File: config.mk
export PLATFORM = sky130hd
export DESIGN_NAME = linear_interp_resampler_unit
export DESIGN_NICKNAME = d
export VERILOG_FILES = /design/src/rtl/lirs_pkg.sv /design/src/rtl/lirs_ctrl.sv /design/src/rtl/lirs_datapath.sv /design/src/rtl/linear_interp_resampler_unit.sv
export VERILOG_INCLUDE_DIRS = /design/src /design/src/rtl
export SDC_FILE = /design/constraint.sdc
export NUM_CORES = 1
export LEC_CHECK = 0
export BUFFER_PORTS_ARGS = -buffer_cell sky130_fd_sc_hd__buf_4
export CORE_MARGIN = 2
export CORE_UTILIZATION = 45
export DETAILED_ROUTE_END_ITERATION = 6
export PLACE_DENSITY_LB_ADDON = 0.25
export REMOVE_ABC_BUFFERS = 1
export SYNTH_ARGS = -nofsm -noshare
export SYNTH_HDL_FRONTEND = slang
export SYNTH_SLANG_ARGS = --single-unit
export TNS_END_PERCENT = 5
File: constraint.sdc
create_clock -name clk_i -period 9.1 [get_ports clk_i]
set_input_delay 0.91 -clock clk_i [delete_from_list [all_inputs] [get_ports clk_i]]
set_output_delay 0.91 -clock clk_i [all_outputs]
set_load 0.05 [all_outputs]
File: src/rtl/linear_interp_resampler_unit_macros.svh
// ----------------------------------------------------------------------------
// linear_interp_resampler_unit_macros
// assertion macros for the resampler rtl (used by lirs_ctrl), empty when SYNTH is set
// ----------------------------------------------------------------------------
`ifndef LINEAR_INTERP_RESAMPLER_UNIT_MACROS_SVH
`define LINEAR_INTERP_RESAMPLER_UNIT_MACROS_SVH
`ifndef SYNTH
// checked property, disabled while reset is asserted
`define LIRS_ASSERT(lbl, prop) \
  lbl: assert property (@(posedge clk_i) disable iff (!rst_ni) prop) \
    else $error("resampler assertion failed");
// checked property, active during reset as well
`define LIRS_ASSERT_ALWAYS(lbl, prop) \
  lbl: assert property (@(posedge clk_i) prop) \
    else $error("resampler assertion failed");
`else
`define LIRS_ASSERT(lbl, prop)
`define LIRS_ASSERT_ALWAYS(lbl, prop)
`endif
`endif

File: src/rtl/lirs_pkg.sv
// ----------------------------------------------------------------------------
// lirs_pkg
// widths, register indexes and controller/datapath interface types
// ----------------------------------------------------------------------------
package lirs_pkg;

  localparam int SAMPLE_BITS = 16;
  localparam int FRAC_BITS   = 16;
  localparam int MAX_RUN     = 16;

  localparam int STEP_W    = 24;
  localparam int COUNT_W   = 16;
  localparam int PHASE_W   = STEP_W + 1;
  localparam int RUN_W     = $clog2(MAX_RUN + 1);
  localparam int CFG_IDX_W = 2;
  localparam int DIFF_W    = SAMPLE_BITS + 1;
  localparam int PROD_W    = DIFF_W + FRAC_BITS + 1;

  localparam logic [PHASE_W-1:0] ONE_POS    = PHASE_W'(2 ** FRAC_BITS);
  localparam logic [STEP_W-1:0]  STEP_FLOOR =
    STEP_W'((2 ** FRAC_BITS + MAX_RUN - 1) / MAX_RUN);
  localparam logic [STEP_W-1:0]  STEP_RESET = STEP_W'(2 ** FRAC_BITS);

  localparam logic [CFG_IDX_W-1:0] REG_STEP  = CFG_IDX_W'(0);
  localparam logic [CFG_IDX_W-1:0] REG_COUNT = CFG_IDX_W'(1);

  typedef struct packed {
    logic accept;    // capture the input word
    logic mul;       // register the interpolation product
    logic emit_pt;   // output an interpolated point
    logic phase_wb;  // store the phase left over for the next segment
    logic emit_end;  // output the end point of the vector
    logic finish;    // update the per-vector state
  } lirs_cmd_t;

  typedef struct packed {
    logic have_prev;
    logic loop_go;
    logic tail_go;
    logic out_free;
  } lirs_status_t;

endpackage

File: src/rtl/lirs_ctrl.sv
// ----------------------------------------------------------------------------
// lirs_ctrl
// sequencer: accept, multiply/emit loop per segment point, end point
// ----------------------------------------------------------------------------
`include "linear_interp_resampler_unit_macros.svh"

module lirs_ctrl (
  input  logic                  clk_i,
  input  logic                  rst_ni,
  input  logic                  in_valid_i,
  output logic                  in_stall_o,
  input  lirs_pkg::lirs_status_t status_i,
  output lirs_pkg::lirs_cmd_t    cmd_o
);
  import lirs_pkg::*;

  localparam logic [1:0] S_IDLE = 2'd0;
  localparam logic [1:0] S_LOOP = 2'd1;
  localparam logic [1:0] S_EMIT = 2'd2;
  localparam logic [1:0] S_TAIL = 2'd3;

  logic [1:0] state_d, state_q;

  always_comb begin
    state_d    = state_q;
    cmd_o      = '0;
    in_stall_o = 1'b1;
    case (state_q)
      S_IDLE: begin
        in_stall_o = 1'b0;
        if (in_valid_i) begin
          cmd_o.accept = 1'b1;
          state_d      = status_i.have_prev ? S_LOOP : S_TAIL;
        end
      end
      S_LOOP: begin
        if (status_i.loop_go) begin
          cmd_o.mul = 1'b1;
          state_d   = S_EMIT;
        end else begin
          cmd_o.phase_wb = 1'b1;
          state_d        = S_TAIL;
        end
      end
      S_EMIT: begin
        if (status_i.out_free) begin
          cmd_o.emit_pt = 1'b1;
          state_d       = S_LOOP;
        end
      end
      S_TAIL: begin
        if (!status_i.tail_go) begin
          cmd_o.finish = 1'b1;
          state_d      = S_IDLE;
        end else if (status_i.out_free) begin
          cmd_o.emit_end = 1'b1;
          cmd_o.finish   = 1'b1;
          state_d        = S_IDLE;
        end
      end
      default: begin
        state_d = S_IDLE;
      end
    endcase
  end

  always_ff @(posedge clk_i or negedge rst_ni) begin
    if (!rst_ni) begin
      state_q <= S_IDLE;
    end else begin
      state_q <= state_d;
    end
  end

  `LIRS_ASSERT(a_first_to_loop, (state_q == S_IDLE && in_valid_i && status_i.have_prev) |=> state_q == S_LOOP)
  `LIRS_ASSERT(a_emit_returns, state_q == S_EMIT |=> (state_q == S_EMIT || state_q == S_LOOP))
  `LIRS_ASSERT(a_emit_holds, (state_q == S_EMIT && !status_i.out_free) |=> state_q == S_EMIT)
  `LIRS_ASSERT(a_tail_done, state_q == S_TAIL && !(status_i.tail_go && !status_i.out_free) |=> state_q == S_IDLE)

endmodule

File: src/rtl/lirs_datapath.sv
// ----------------------------------------------------------------------------
// lirs_datapath
// config registers, vector state, shared multiplier and output register
// ----------------------------------------------------------------------------
module lirs_datapath (
  input  logic                                     clk_i,
  input  logic                                     rst_ni,
  input  logic                                     cfg_valid_i,
  input  logic [lirs_pkg::CFG_IDX_W-1:0]           cfg_index_i,
  input  logic [lirs_pkg::STEP_W-1:0]              cfg_data_i,
  input  logic signed [lirs_pkg::SAMPLE_BITS-1:0]  sample_i,
  input  logic                                     last_sample_i,
  input  lirs_pkg::lirs_cmd_t                      cmd_i,
  output lirs_pkg::lirs_status_t                   status_o,
  output logic                                     out_valid_o,
  input  logic                                     out_stall_i,
  output logic signed [lirs_pkg::SAMPLE_BITS-1:0]  value_o,
  output logic                                     run_end_o,
  output logic                                     vector_end_o
);
  import lirs_pkg::*;

  logic [STEP_W-1:0]            step_q;
  logic [COUNT_W-1:0]           count_q;
  logic signed [SAMPLE_BITS-1:0] prev_q, cur_q;
  logic [STEP_W-1:0]            phase_q;
  logic [COUNT_W-1:0]           done_q;
  logic                         have_q, last_q;
  logic [PHASE_W-1:0]           ph_q;
  logic [RUN_W-1:0]             n_q;
  logic signed [PROD_W-1:0]     prod_q;
  logic                         out_valid_q, run_end_q, vend_q;
  logic signed [SAMPLE_BITS-1:0] value_q;

  logic [STEP_W-1:0]            step_eff;
  logic signed [DIFF_W-1:0]     diff_s;
  logic signed [FRAC_BITS:0]    frac_s;
  logic signed [PROD_W-1:0]     prod_d;
  logic signed [PROD_W-1:0]     part_full;
  logic [SAMPLE_BITS+1:0]       interp_sum;
  logic [PHASE_W-1:0]           ph_next;
  logic [COUNT_W:0]             done_inc;
  logic [RUN_W-1:0]             n_inc;
  logic                         done_lt, inc_lt, more_pts;
  logic [PHASE_W-1:0]           ph_left;

  assign step_eff = (step_q < STEP_FLOOR) ? STEP_FLOOR : step_q;

  // shared 17x17 multiplier, frac below one while a point is due
  assign diff_s = $signed({cur_q[SAMPLE_BITS-1], cur_q})
                - $signed({prev_q[SAMPLE_BITS-1], prev_q});
  assign frac_s = $signed({1'b0, ph_q[FRAC_BITS-1:0]});
  assign prod_d = diff_s * frac_s;

  // arithmetic shift gives the floor, result stays between prev and cur
  assign part_full  = prod_q >>> FRAC_BITS;
  assign interp_sum = {{2{prev_q[SAMPLE_BITS-1]}}, prev_q} + part_full[SAMPLE_BITS+1:0];

  assign ph_next  = ph_q + {1'b0, step_eff};
  assign done_inc = {1'b0, done_q} + (COUNT_W+1)'(1);
  assign n_inc    = n_q + RUN_W'(1);
  assign done_lt  = done_q < count_q;
  assign inc_lt   = done_inc < {1'b0, count_q};
  assign ph_left  = ph_q - ONE_POS;

  // lookahead: another point from this word after the one being emitted
  assign more_pts = (ph_next < ONE_POS && inc_lt && n_inc < RUN_W'(MAX_RUN))
                 || (last_q && inc_lt);

  assign status_o.have_prev = have_q;
  assign status_o.loop_go   = (ph_q < ONE_POS) && done_lt && (n_q < RUN_W'(MAX_RUN));
  assign status_o.tail_go   = last_q && done_lt;
  assign status_o.out_free  = !out_valid_q || !out_stall_i;

  always_ff @(posedge clk_i or negedge rst_ni) begin
    if (!rst_ni) begin
      step_q  <= STEP_RESET;
      count_q <= '0;
    end else if (cfg_valid_i) begin
      if (cfg_index_i == REG_STEP) begin
        step_q <= cfg_data_i;
      end else if (cfg_index_i == REG_COUNT) begin
        count_q <= cfg_data_i[COUNT_W-1:0];
      end
    end
  end

  // the end point always comes with finish on the last word, which clears done_q
  always_ff @(posedge clk_i or negedge rst_ni) begin
    if (!rst_ni) begin
      prev_q  <= '0;
      phase_q <= '0;
      done_q  <= '0;
      have_q  <= 1'b0;
    end else begin
      if (cmd_i.phase_wb) begin
        phase_q <= (ph_q >= ONE_POS) ? ph_left[STEP_W-1:0] : '0;
      end
      if (cmd_i.emit_pt) begin
        done_q <= done_inc[COUNT_W-1:0];
      end
      if (cmd_i.finish) begin
        if (last_q) begin
          prev_q  <= '0;
          phase_q <= '0;
          done_q  <= '0;
          have_q  <= 1'b0;
        end else begin
          prev_q <= cur_q;
          have_q <= 1'b1;
        end
      end
    end
  end

  always_ff @(posedge clk_i or negedge rst_ni) begin
    if (!rst_ni) begin
      last_q <= 1'b0;
      n_q    <= '0;
    end else if (cmd_i.accept) begin
      last_q <= last_sample_i;
      n_q    <= '0;
    end else if (cmd_i.emit_pt) begin
      n_q <= n_inc;
    end
  end

  // working word, phase walk and product
  always_ff @(posedge clk_i) begin
    if (cmd_i.accept) begin
      cur_q <= sample_i;
      ph_q  <= {1'b0, phase_q};
    end else if (cmd_i.emit_pt) begin
      ph_q <= ph_next;
    end
    if (cmd_i.mul) begin
      prod_q <= prod_d;
    end
  end

  always_ff @(posedge clk_i or negedge rst_ni) begin
    if (!rst_ni) begin
      out_valid_q <= 1'b0;
    end else if (cmd_i.emit_pt || cmd_i.emit_end) begin
      out_valid_q <= 1'b1;
    end else if (!out_stall_i) begin
      out_valid_q <= 1'b0;
    end
  end

  always_ff @(posedge clk_i) begin
    if (cmd_i.emit_pt) begin
      value_q   <= interp_sum[SAMPLE_BITS-1:0];
      run_end_q <= !more_pts;
      vend_q    <= !inc_lt;
    end else if (cmd_i.emit_end) begin
      value_q   <= cur_q;
      run_end_q <= 1'b1;
      vend_q    <= 1'b1;
    end
  end

  assign out_valid_o  = out_valid_q;
  assign value_o      = value_q;
  assign run_end_o    = run_end_q;
  assign vector_end_o = vend_q;

endmodule

File: src/rtl/linear_interp_resampler_unit.sv
// per segment point the loop state registers the product and the emit state
//   loads the output register, where it can stall; one shared multiplier
//   serves every point, and no new word is taken until the whole word and
//   any vector end point are done; a first sample of a vector skips the loop
// reset (async, active low): state cleared, step = 1.0, output_count = 0
// ----------------------------------------------------------------------------
// linear_interp_resampler_unit
// linear interpolation fractional resampler, signed samples in, points out
// ----------------------------------------------------------------------------
module linear_interp_resampler_unit (
  input  logic                                     clk_i,
  input  logic                                     rst_ni,
  input  logic                                     cfg_valid_i,
  output logic                                     cfg_ready_o,
  input  logic [lirs_pkg::CFG_IDX_W-1:0]           cfg_index_i,
  input  logic [lirs_pkg::STEP_W-1:0]              cfg_data_i,
  input  logic                                     in_valid_i,
  output logic                                     in_stall_o,
  input  logic signed [lirs_pkg::SAMPLE_BITS-1:0]  sample_i,
  input  logic                                     last_sample_i,
  output logic                                     out_valid_o,
  input  logic                                     out_stall_i,
  output logic signed [lirs_pkg::SAMPLE_BITS-1:0]  value_o,
  output logic                                     run_end_o,
  output logic                                     vector_end_o
);
  import lirs_pkg::*;

  lirs_cmd_t    cmd;
  lirs_status_t status;

  // register writes are taken at any time
  assign cfg_ready_o = 1'b1;

  lirs_ctrl u_ctrl (
    .clk_i      (clk_i),
    .rst_ni     (rst_ni),
    .in_valid_i (in_valid_i),
    .in_stall_o (in_stall_o),
    .status_i   (status),
    .cmd_o      (cmd)
  );

  lirs_datapath u_datapath (
    .clk_i         (clk_i),
    .rst_ni        (rst_ni),
    .cfg_valid_i   (cfg_valid_i),
    .cfg_index_i   (cfg_index_i),
    .cfg_data_i    (cfg_data_i),
    .sample_i      (sample_i),
    .last_sample_i (last_sample_i),
    .cmd_i         (cmd),
    .status_o      (status),
    .out_valid_o   (out_valid_o),
    .out_stall_i   (out_stall_i),
    .value_o       (value_o),
    .run_end_o     (run_end_o),
    .vector_end_o  (vector_end_o)
  );

endmodule
# Yosys cells after proc, flatten, opt, wreduce, memory -nomap -nowiden
# Index checks and enable logic that the tools add are counted.
# Widths: inputs -> output; s select.
# totals
ff_bits	197
inputBits	48
output_inout_bits	21
word_cells	102
# classes
add_sub_neg	6
multipliers	1
order_cmp	8
eq_ne	8
muxes	41
n_bitwise	1
n_reduce_logical	20
# ops
cell	count
$mux 24	7
$mux 16	6
$lt 25x17->1 const B	2
$mul 17x17->32	1
$add 25x24->25	1
$ge 25x17->1 const B	1
$lt 24x13->1 const B	1
$sub 24x17->24 const B	1
$mux 1	18
$add 16x1->17 const B	1
$lt 17x16->1	1
$sub 16x16->17	1
$add 16x16->16	1
$lt 16x16->1	1
$mux 2	7
$lt 5x5->1 const B	2
$mux 5	2
$pmux 2 s4	1
$logic_and 1x1->1	6
$reduce_and 3->1	2
$add 5x1->5 const B	1
$eq 2x1->1 const B	2
$eq 2x2->1 const B	2
$logic_not 1->1	4
8 further kinds	13

# Logic depth before layout (Yosys ltp)
# Gate-level depths: netlist of run 1.
# depth
ltp_word	9
mapped_depth	36
mapped_depth_nobuf	34

# By module
# From an unflattened synthesis of run 1, not the netlist that was laid out.
# unflattened
hier_cells	2188
hier_area_um2	20757.4
# by_module_without_submodules
mod	instances	cells_each	area_per_inst_um2	seq_area_each_um2
lirs_datapath	1	2166	20576.0	4845.9
lirs_ctrl	1	20	170.2	50.0
linear_interp_resampler_unit	1	2	11.3	0.0

# Worst setup path before layout of run 1
# Ideal clock, no wire load.
# synth_path
path_type	flip-flop to flip-flop
startpoint	reg u_datapath.cur_q[2]
endpoint	reg u_datapath.prod_q[31], data pin
setup_time_ns	0.268
arrival_ns	7.504
required_time_ns	8.832
path_slack_ns	1.328
stages_incl_launch_ff	31
path_buffers	1
synth_period_minus_slack_ns	7.772
cell_sequence	edfxtp_1 ha_1 nor2b_1 o21ai_1 a21boi_1 o21ai_1 a211oi_1 o32ai_1 mux2i_1 nand2_1 buf_2 and2_1 fa_1 inv_1 fa_1 inv_1 fa_1 fa_1 fa_1 inv_1 fa_1 inv_1 ha_1 o21a_1 o21ai_0 a31oi_1 a311o_1 o31ai_2 o211ai_1 o211ai_1 xnor3_1
# synth_between
elab_chain_len	2
# synth_lines
item	line_no	text
start: declaration	lirs_datapath.sv:25	logic signed [SAMPLE_BITS-1:0] prev_q, cur_q;
start signal: assignment	lirs_datapath.sv:131	cur_q <= sample_i;
$sub 16x16->17	lirs_datapath.sv:51	- $signed({prev_q[SAMPLE_BITS-1], prev_q});
$mul 17x17->32	lirs_datapath.sv:53	assign prod_d = diff_s * frac_s;
via u_datapath.prod_d[31]	lirs_datapath.sv:38	logic signed [PROD_W-1:0] prod_d;
end signal: assignment	lirs_datapath.sv:137	prod_q <= prod_d;
end: declaration	lirs_datapath.sv:31	logic signed [PROD_W-1:0] prod_q;
# The timed path passes the listed nets, and every way through them passes these cells.
# A chain may end at the register's enable or synchronous reset.

# Final worst setup path of run 1
# layout_path
startpoint	reg u_datapath.cur_q[0]
endpoint	reg u_datapath.prod_q[31], data pin
# The elaborated chain is that of the path after synthesis.

==> results of run 1 <==
## per-stage QoR
step	setup slack, ps	cell area (sq um)	hold WS [ps]
finish	617	23300	481
global route	159	23300	516
CTS	648	23300	498
detailed placement	693	22800	488
global placement	866	22800	482
floorplan	1130	21200	466
## cells by family after synthesis
logic type | synth area share
AOI/OAI and AO/OA | 0.111
other | 0.000173
buffers and inverters | 0.0906
and+or+nand+nor | 0.159
DFF | 0.226
xor gates and xnor gates | 0.0460
adders and majority gates | 0.342
muxes | 0.0249
## worst paths after layout
| kind | endpoint | depth (start not counted) | slack, ps | start |
|---|---|---|---|---|
| max in group asynchronous | u_datapath.have_q | 2 | 7340 | rst_ni |
| max reg2reg | u_datapath.prod_q[31] | 33 | 620 | u_datapath.cur_q[0] |
| max | u_datapath.prod_q[31] | 33 | 620 | u_datapath.cur_q[0] |
| min reg2reg | u_datapath.step_q[10] | 1 | 500 | u_datapath.step_q[10] |
| min | u_datapath.prev_q[0] | 1 | 480 | rst_ni |
| min in group clk_i | u_datapath.step_q[10] | 1 | 500 | u_datapath.step_q[10] |
## per-layer routing
| metal | wire length, um | vias to the layer above |
|---|---|---|
| met5 | 0 | - |
| met4 | 1840 | 0 |
| met3 | 2640 | 104 |
| met2 | 28300 | 492 |
| met1 | 23100 | 8279 |
| li1 | - | 7679 |
## final cells by class
cell class,count,area share
Sequential cell,181,0.210
Clock buffer,17,0.0182
Inverter,399,0.0641
Tap cell,615,0.0330
Clock inverter,15,0.00509
Timing Repair Buffer,112,0.0360
Multi-Input combinational cell,1640,0.634
## cells in the mapped netlist (66+ instances only)
| cell type | n |
|---|---|
| nor2_1 | 105 |
| inv_1 | 398 |
| and2_1 | 115 |
| dfrtp_1 | 105 |
| nand2_1 | 195 |
| fa_1 | 262 |
| nand3_1 | 92 |
| edfxtp_1 | 74 |
| o21ai_0 | 78 |
| ha_1 | 172 |
| xnor2_1 | 66 |
| clkbuf_1 | 104 |
## registers in the layout, indices dropped and copies added (netlist names)
name and count:
u_datapath.cur_q 16, u_datapath.last_q 1, u_datapath.vector_end_o 1, u_datapath.prev_q 16
u_datapath.phase_q 24, u_datapath.run_end_o 1, u_datapath.step_q 24, u_datapath.count_q 16
u_datapath.done_q 16, u_datapath.n_q 5, u_datapath.prod_q 16, u_datapath.value_o 16
u_datapath.ph_q 25, u_datapath.out_valid_o 1, u_ctrl.state_q 2, u_datapath.have_q 1
==> out/metrics.yaml, run 1 <==
clk_path_buf_depth: 2
hold_buffers: 0
drtIter0Drc: 1140
grt_pass1_wl_um: 90400
core_area_sq_mm: 0.0476
min_period_ps: 8480
cp_common_cell: "fa_1"
use_met3: 0.0287
final_core_util: 0.490
clock_latency_ps: 440
grt_util_met2: 0.407
cts_root_buffer: "clkbuf_16"
setup_viol: 0
grt_pass1_vias: 17100
wire_per_inst_um: 18.8
use_met1: 0.289
io_buffers: 67
area_growth_pct: 7.88
worstMarginPinSlew_ps: 1190
postCtsResizedCells: 0
rows: 80
critPathCaptureType: "flip-flop"
synth_top_area_share: 0.242
dp_cells: 2947
rsz0062_at_grt: "no"
slew_headroom: 0.206
max_stage_delay_ps: 540
place.gp.congestion: 0.932
cp_data_required_time_ps: 9290
drive_gt1_frac: 0.0880
period_share: 0.932
drv_slew: 0
wl_um: 55900
cts_inserted_buffers: 17
path_class: "reg2reg"
tns_ps: 0
layout_common_cells: "398 x inv_1, 262 x fa_1, 195 x nand2_1, 172 x ha_1, 115 x and2_1"
register_area_sq_mm: 0.00490
io_pins: 69
critical_path.slowest_cell: "fa_1"
vias_per_cell: 5.56
drc_errors: 0
fp.dieW_um: 223
path_delay_family: "adder cells"
arrival_ps: 8670
hpwl_um: 44200
htree_levels: 4
drtAntennaViolNets: 0
path_clk_slew_ps: 70
synthesis.area_sq_mm: 0.0216
synth-seq-cells: 181
post_cts_buffers: 0
synth_flop_cell: "dfrtp_1"
nFillCells: 4539
synthArstFlopShare: 0.586
status: "complete, no violations"
synth_seq_area_share: 0.226
crit_path_start_kind: "flip-flop"
start_util: 0.454
fin_cells: 2979
worstPathMaxFanout: 11
finalHoldViolCount: 0
cts.sinks: 181
synth_top_cell_by_area: "fa_1"
clock_skew_ps: 15.8
multi_input_area_sq_mm: 0.0148
synth_edf_count: 74
synth_cell_types: 78
dieArea_sq_mm: 0.0499
diodes: 0
path_buf_inv: 6
max_cap_viol_count: 0
syn_area_per_cell_sq_um: 9.26
syn_inst: 2338
grt.total_usage: 0.229
yosysWarningCount: 0
hold_class: "in2async"
grt_busiest_layer: "met2"
die_h_um: 223
antenna_found_initial: 0
num_vias: 16600
mostFrequentLayoutCell: "inv_1"
grt_max_degree: 64
gr-total-overflow: 0
ys_top_cells_by_area: "fa_1 24%, dfrtp_1 12%, edfxtp_1 10%"
max_freq_ghz: 0.118
cts_tree: "built"
nNetsFinal: 2833
drtPass1Iterations: 6
Power of run 1 is left out: the tool's default activity adds up to more than one toggle a clock period on the data nets, which glitch-free logic cannot reach.
==> inputs of run 2 (changes only) <==
Settings changed: CAP_MARGIN set to 20.
Clock period 9.1 ns to 10.39 ns, I/O delays scaled along.
==> out/metrics.yaml, run 2 (synthesis results as in run 1) <==
status: "complete, no violations"
drc_errors: 0
core_area_sq_mm: 0.0476
period_share: 0.879
mostFrequentLayoutCell: "inv_1"
final_cell_area_sq_mm: 0.0234
htree_levels: 4
startpoint: "u_datapath.prev_q[1]"
crit_path_start_kind: "flip-flop"
min_period_ps: 9140
place_area_sq_mm: 0.0228
cp_common_cell: "fa_1"
postCtsResizedCells: 0
vias_per_cell: 5.58
max_freq_ghz: 0.109
wire_per_inst_um: 18.9
io_buffers: 67
clock_latency_ps: 440
grt_max_degree: 64
hold_buffers: 0
drtAntennaViolNets: 0
diodes: 0
num_vias: 16600
cts_root_buffer: "clkbuf_16"
max_stage_delay_ps: 690
place.gp.congestion: 0.868
setup_viol: 0
nNetsFinal: 2827
post_cts_buffers: 0
wl_um: 56200
rsz0062_at_grt: "no"
largest_reg_flops: 25
worstMarginPinSlew_ps: 1160
hpwl_um: 43800
final.setup.worst_slack_ps: 1250
drtIter0Drc: 1162
antenna_found_initial: 0
dieArea_sq_mm: 0.0499
cts_tree: "built"
path_clk_slew_ps: 70
grt_pass1_vias: 17500
layout_common_cells: "398 x inv_1, 262 x fa_1, 195 x nand2_1, 172 x ha_1, 115 x and2_1"
drv_slew: 0
regMostFlops: "u_datapath.ph_q"
gr-total-overflow: 0
path_class: "reg2reg"
io_pins: 69
clk_path_buf_depth: 2
cts.sinks: 181
hold_start: "u_datapath.count_q[13]"
critical_path.slowest_cell: "and3_1"
cp_data_required_time_ps: 10570
cts_inserted_buffers: 17
grt_pass1_wl_um: 92600
hold_class: "reg2reg"
fp.dieW_um: 223
worstPathMaxFanout: 18
tns_ps: 0
finalHoldViolCount: 0
clock_skew_ps: 16.1
start_util: 0.454
drtPass1Iterations: 5
critPathCaptureType: "flip-flop"
max_cap_viol_count: 0
grt.total_usage: 0.234
drive_gt1_frac: 0.0874
area_growth_pct: 8.13
reg2reg_from: "u_datapath.prev_q[1]"
holdWs_ps: 506
reg.largest.list: "u_datapath.ph_q (25), u_datapath.phase_q (24), u_datapath.step_q (24)"
die_h_um: 223
slew_headroom: 0.228
arrival_ps: 9320
place_ws_ps: 1250
rows: 80
run 2: cell types whose count changed in the layout (fill, tap and decap cells not counted), sizes merged:
cell	change
clkinvlp	-3
clkinv	+3
clkbuf	+1
buf	-6
inv	-1
run 2: path summary, 6_finish.rpt:
path                                     endpoint  slack (ps)  cells after the start
setup / recovery            u_datapath.prod_q[31]        1250                     32
hold / removal             u_datapath.count_q[13]         510                      1
setup reg to reg            u_datapath.prod_q[31]        1250                     32
hold reg to reg            u_datapath.count_q[13]         510                      1
max in group asynchronous  u_datapath.phase_q[11]        8520                      2
min in group asynchronous    u_datapath.prev_q[0]         630                      1
run 2: cell type report:
cell class,count,area [sq um]
clock buffers,18,433
clock inverters,14,121
fillers,4521,24200
inverters,399,1500
multi-input cells,1640,14800
flip-flops and latches,181,4900
well taps,615,769
repair buffers,106,871
run 2: critical path, delay by kind of cell, from the launching register on:
kind	cells	cell delay [ps]
buffers and inverters	6	540
AOI/OAI and AO/OA	11	2520
DFF	1	410
adders and majority gates	8	3670
xor gates and xnor gates	1	240
and+or+nand+nor	6	1470
run 2: layer usage:
metal | vias to the layer above | GRT usage | routed length, um
li1 | 7680 | - | -
met1 | 8328 | 0.295 | 23100
met2 | 492 | 0.415 | 28700
met3 | 91 | 0.0275 | 2570
met4 | 0 | 0.0847 | 1840
met5 | - | 0 | 0
run 2: stage by stage:
| stage | utilization | std cells |
|---|---|---|
| floorplan | - | 2220 |
| global placement | 0.477 | 2934 |
| detailed placement | 0.479 | 2939 |
| CTS | 0.490 | 2971 |
| global route | 0.491 | 2973 |
| finish | 0.491 | 2973 |
Power of run 2 is left out for the same reason.
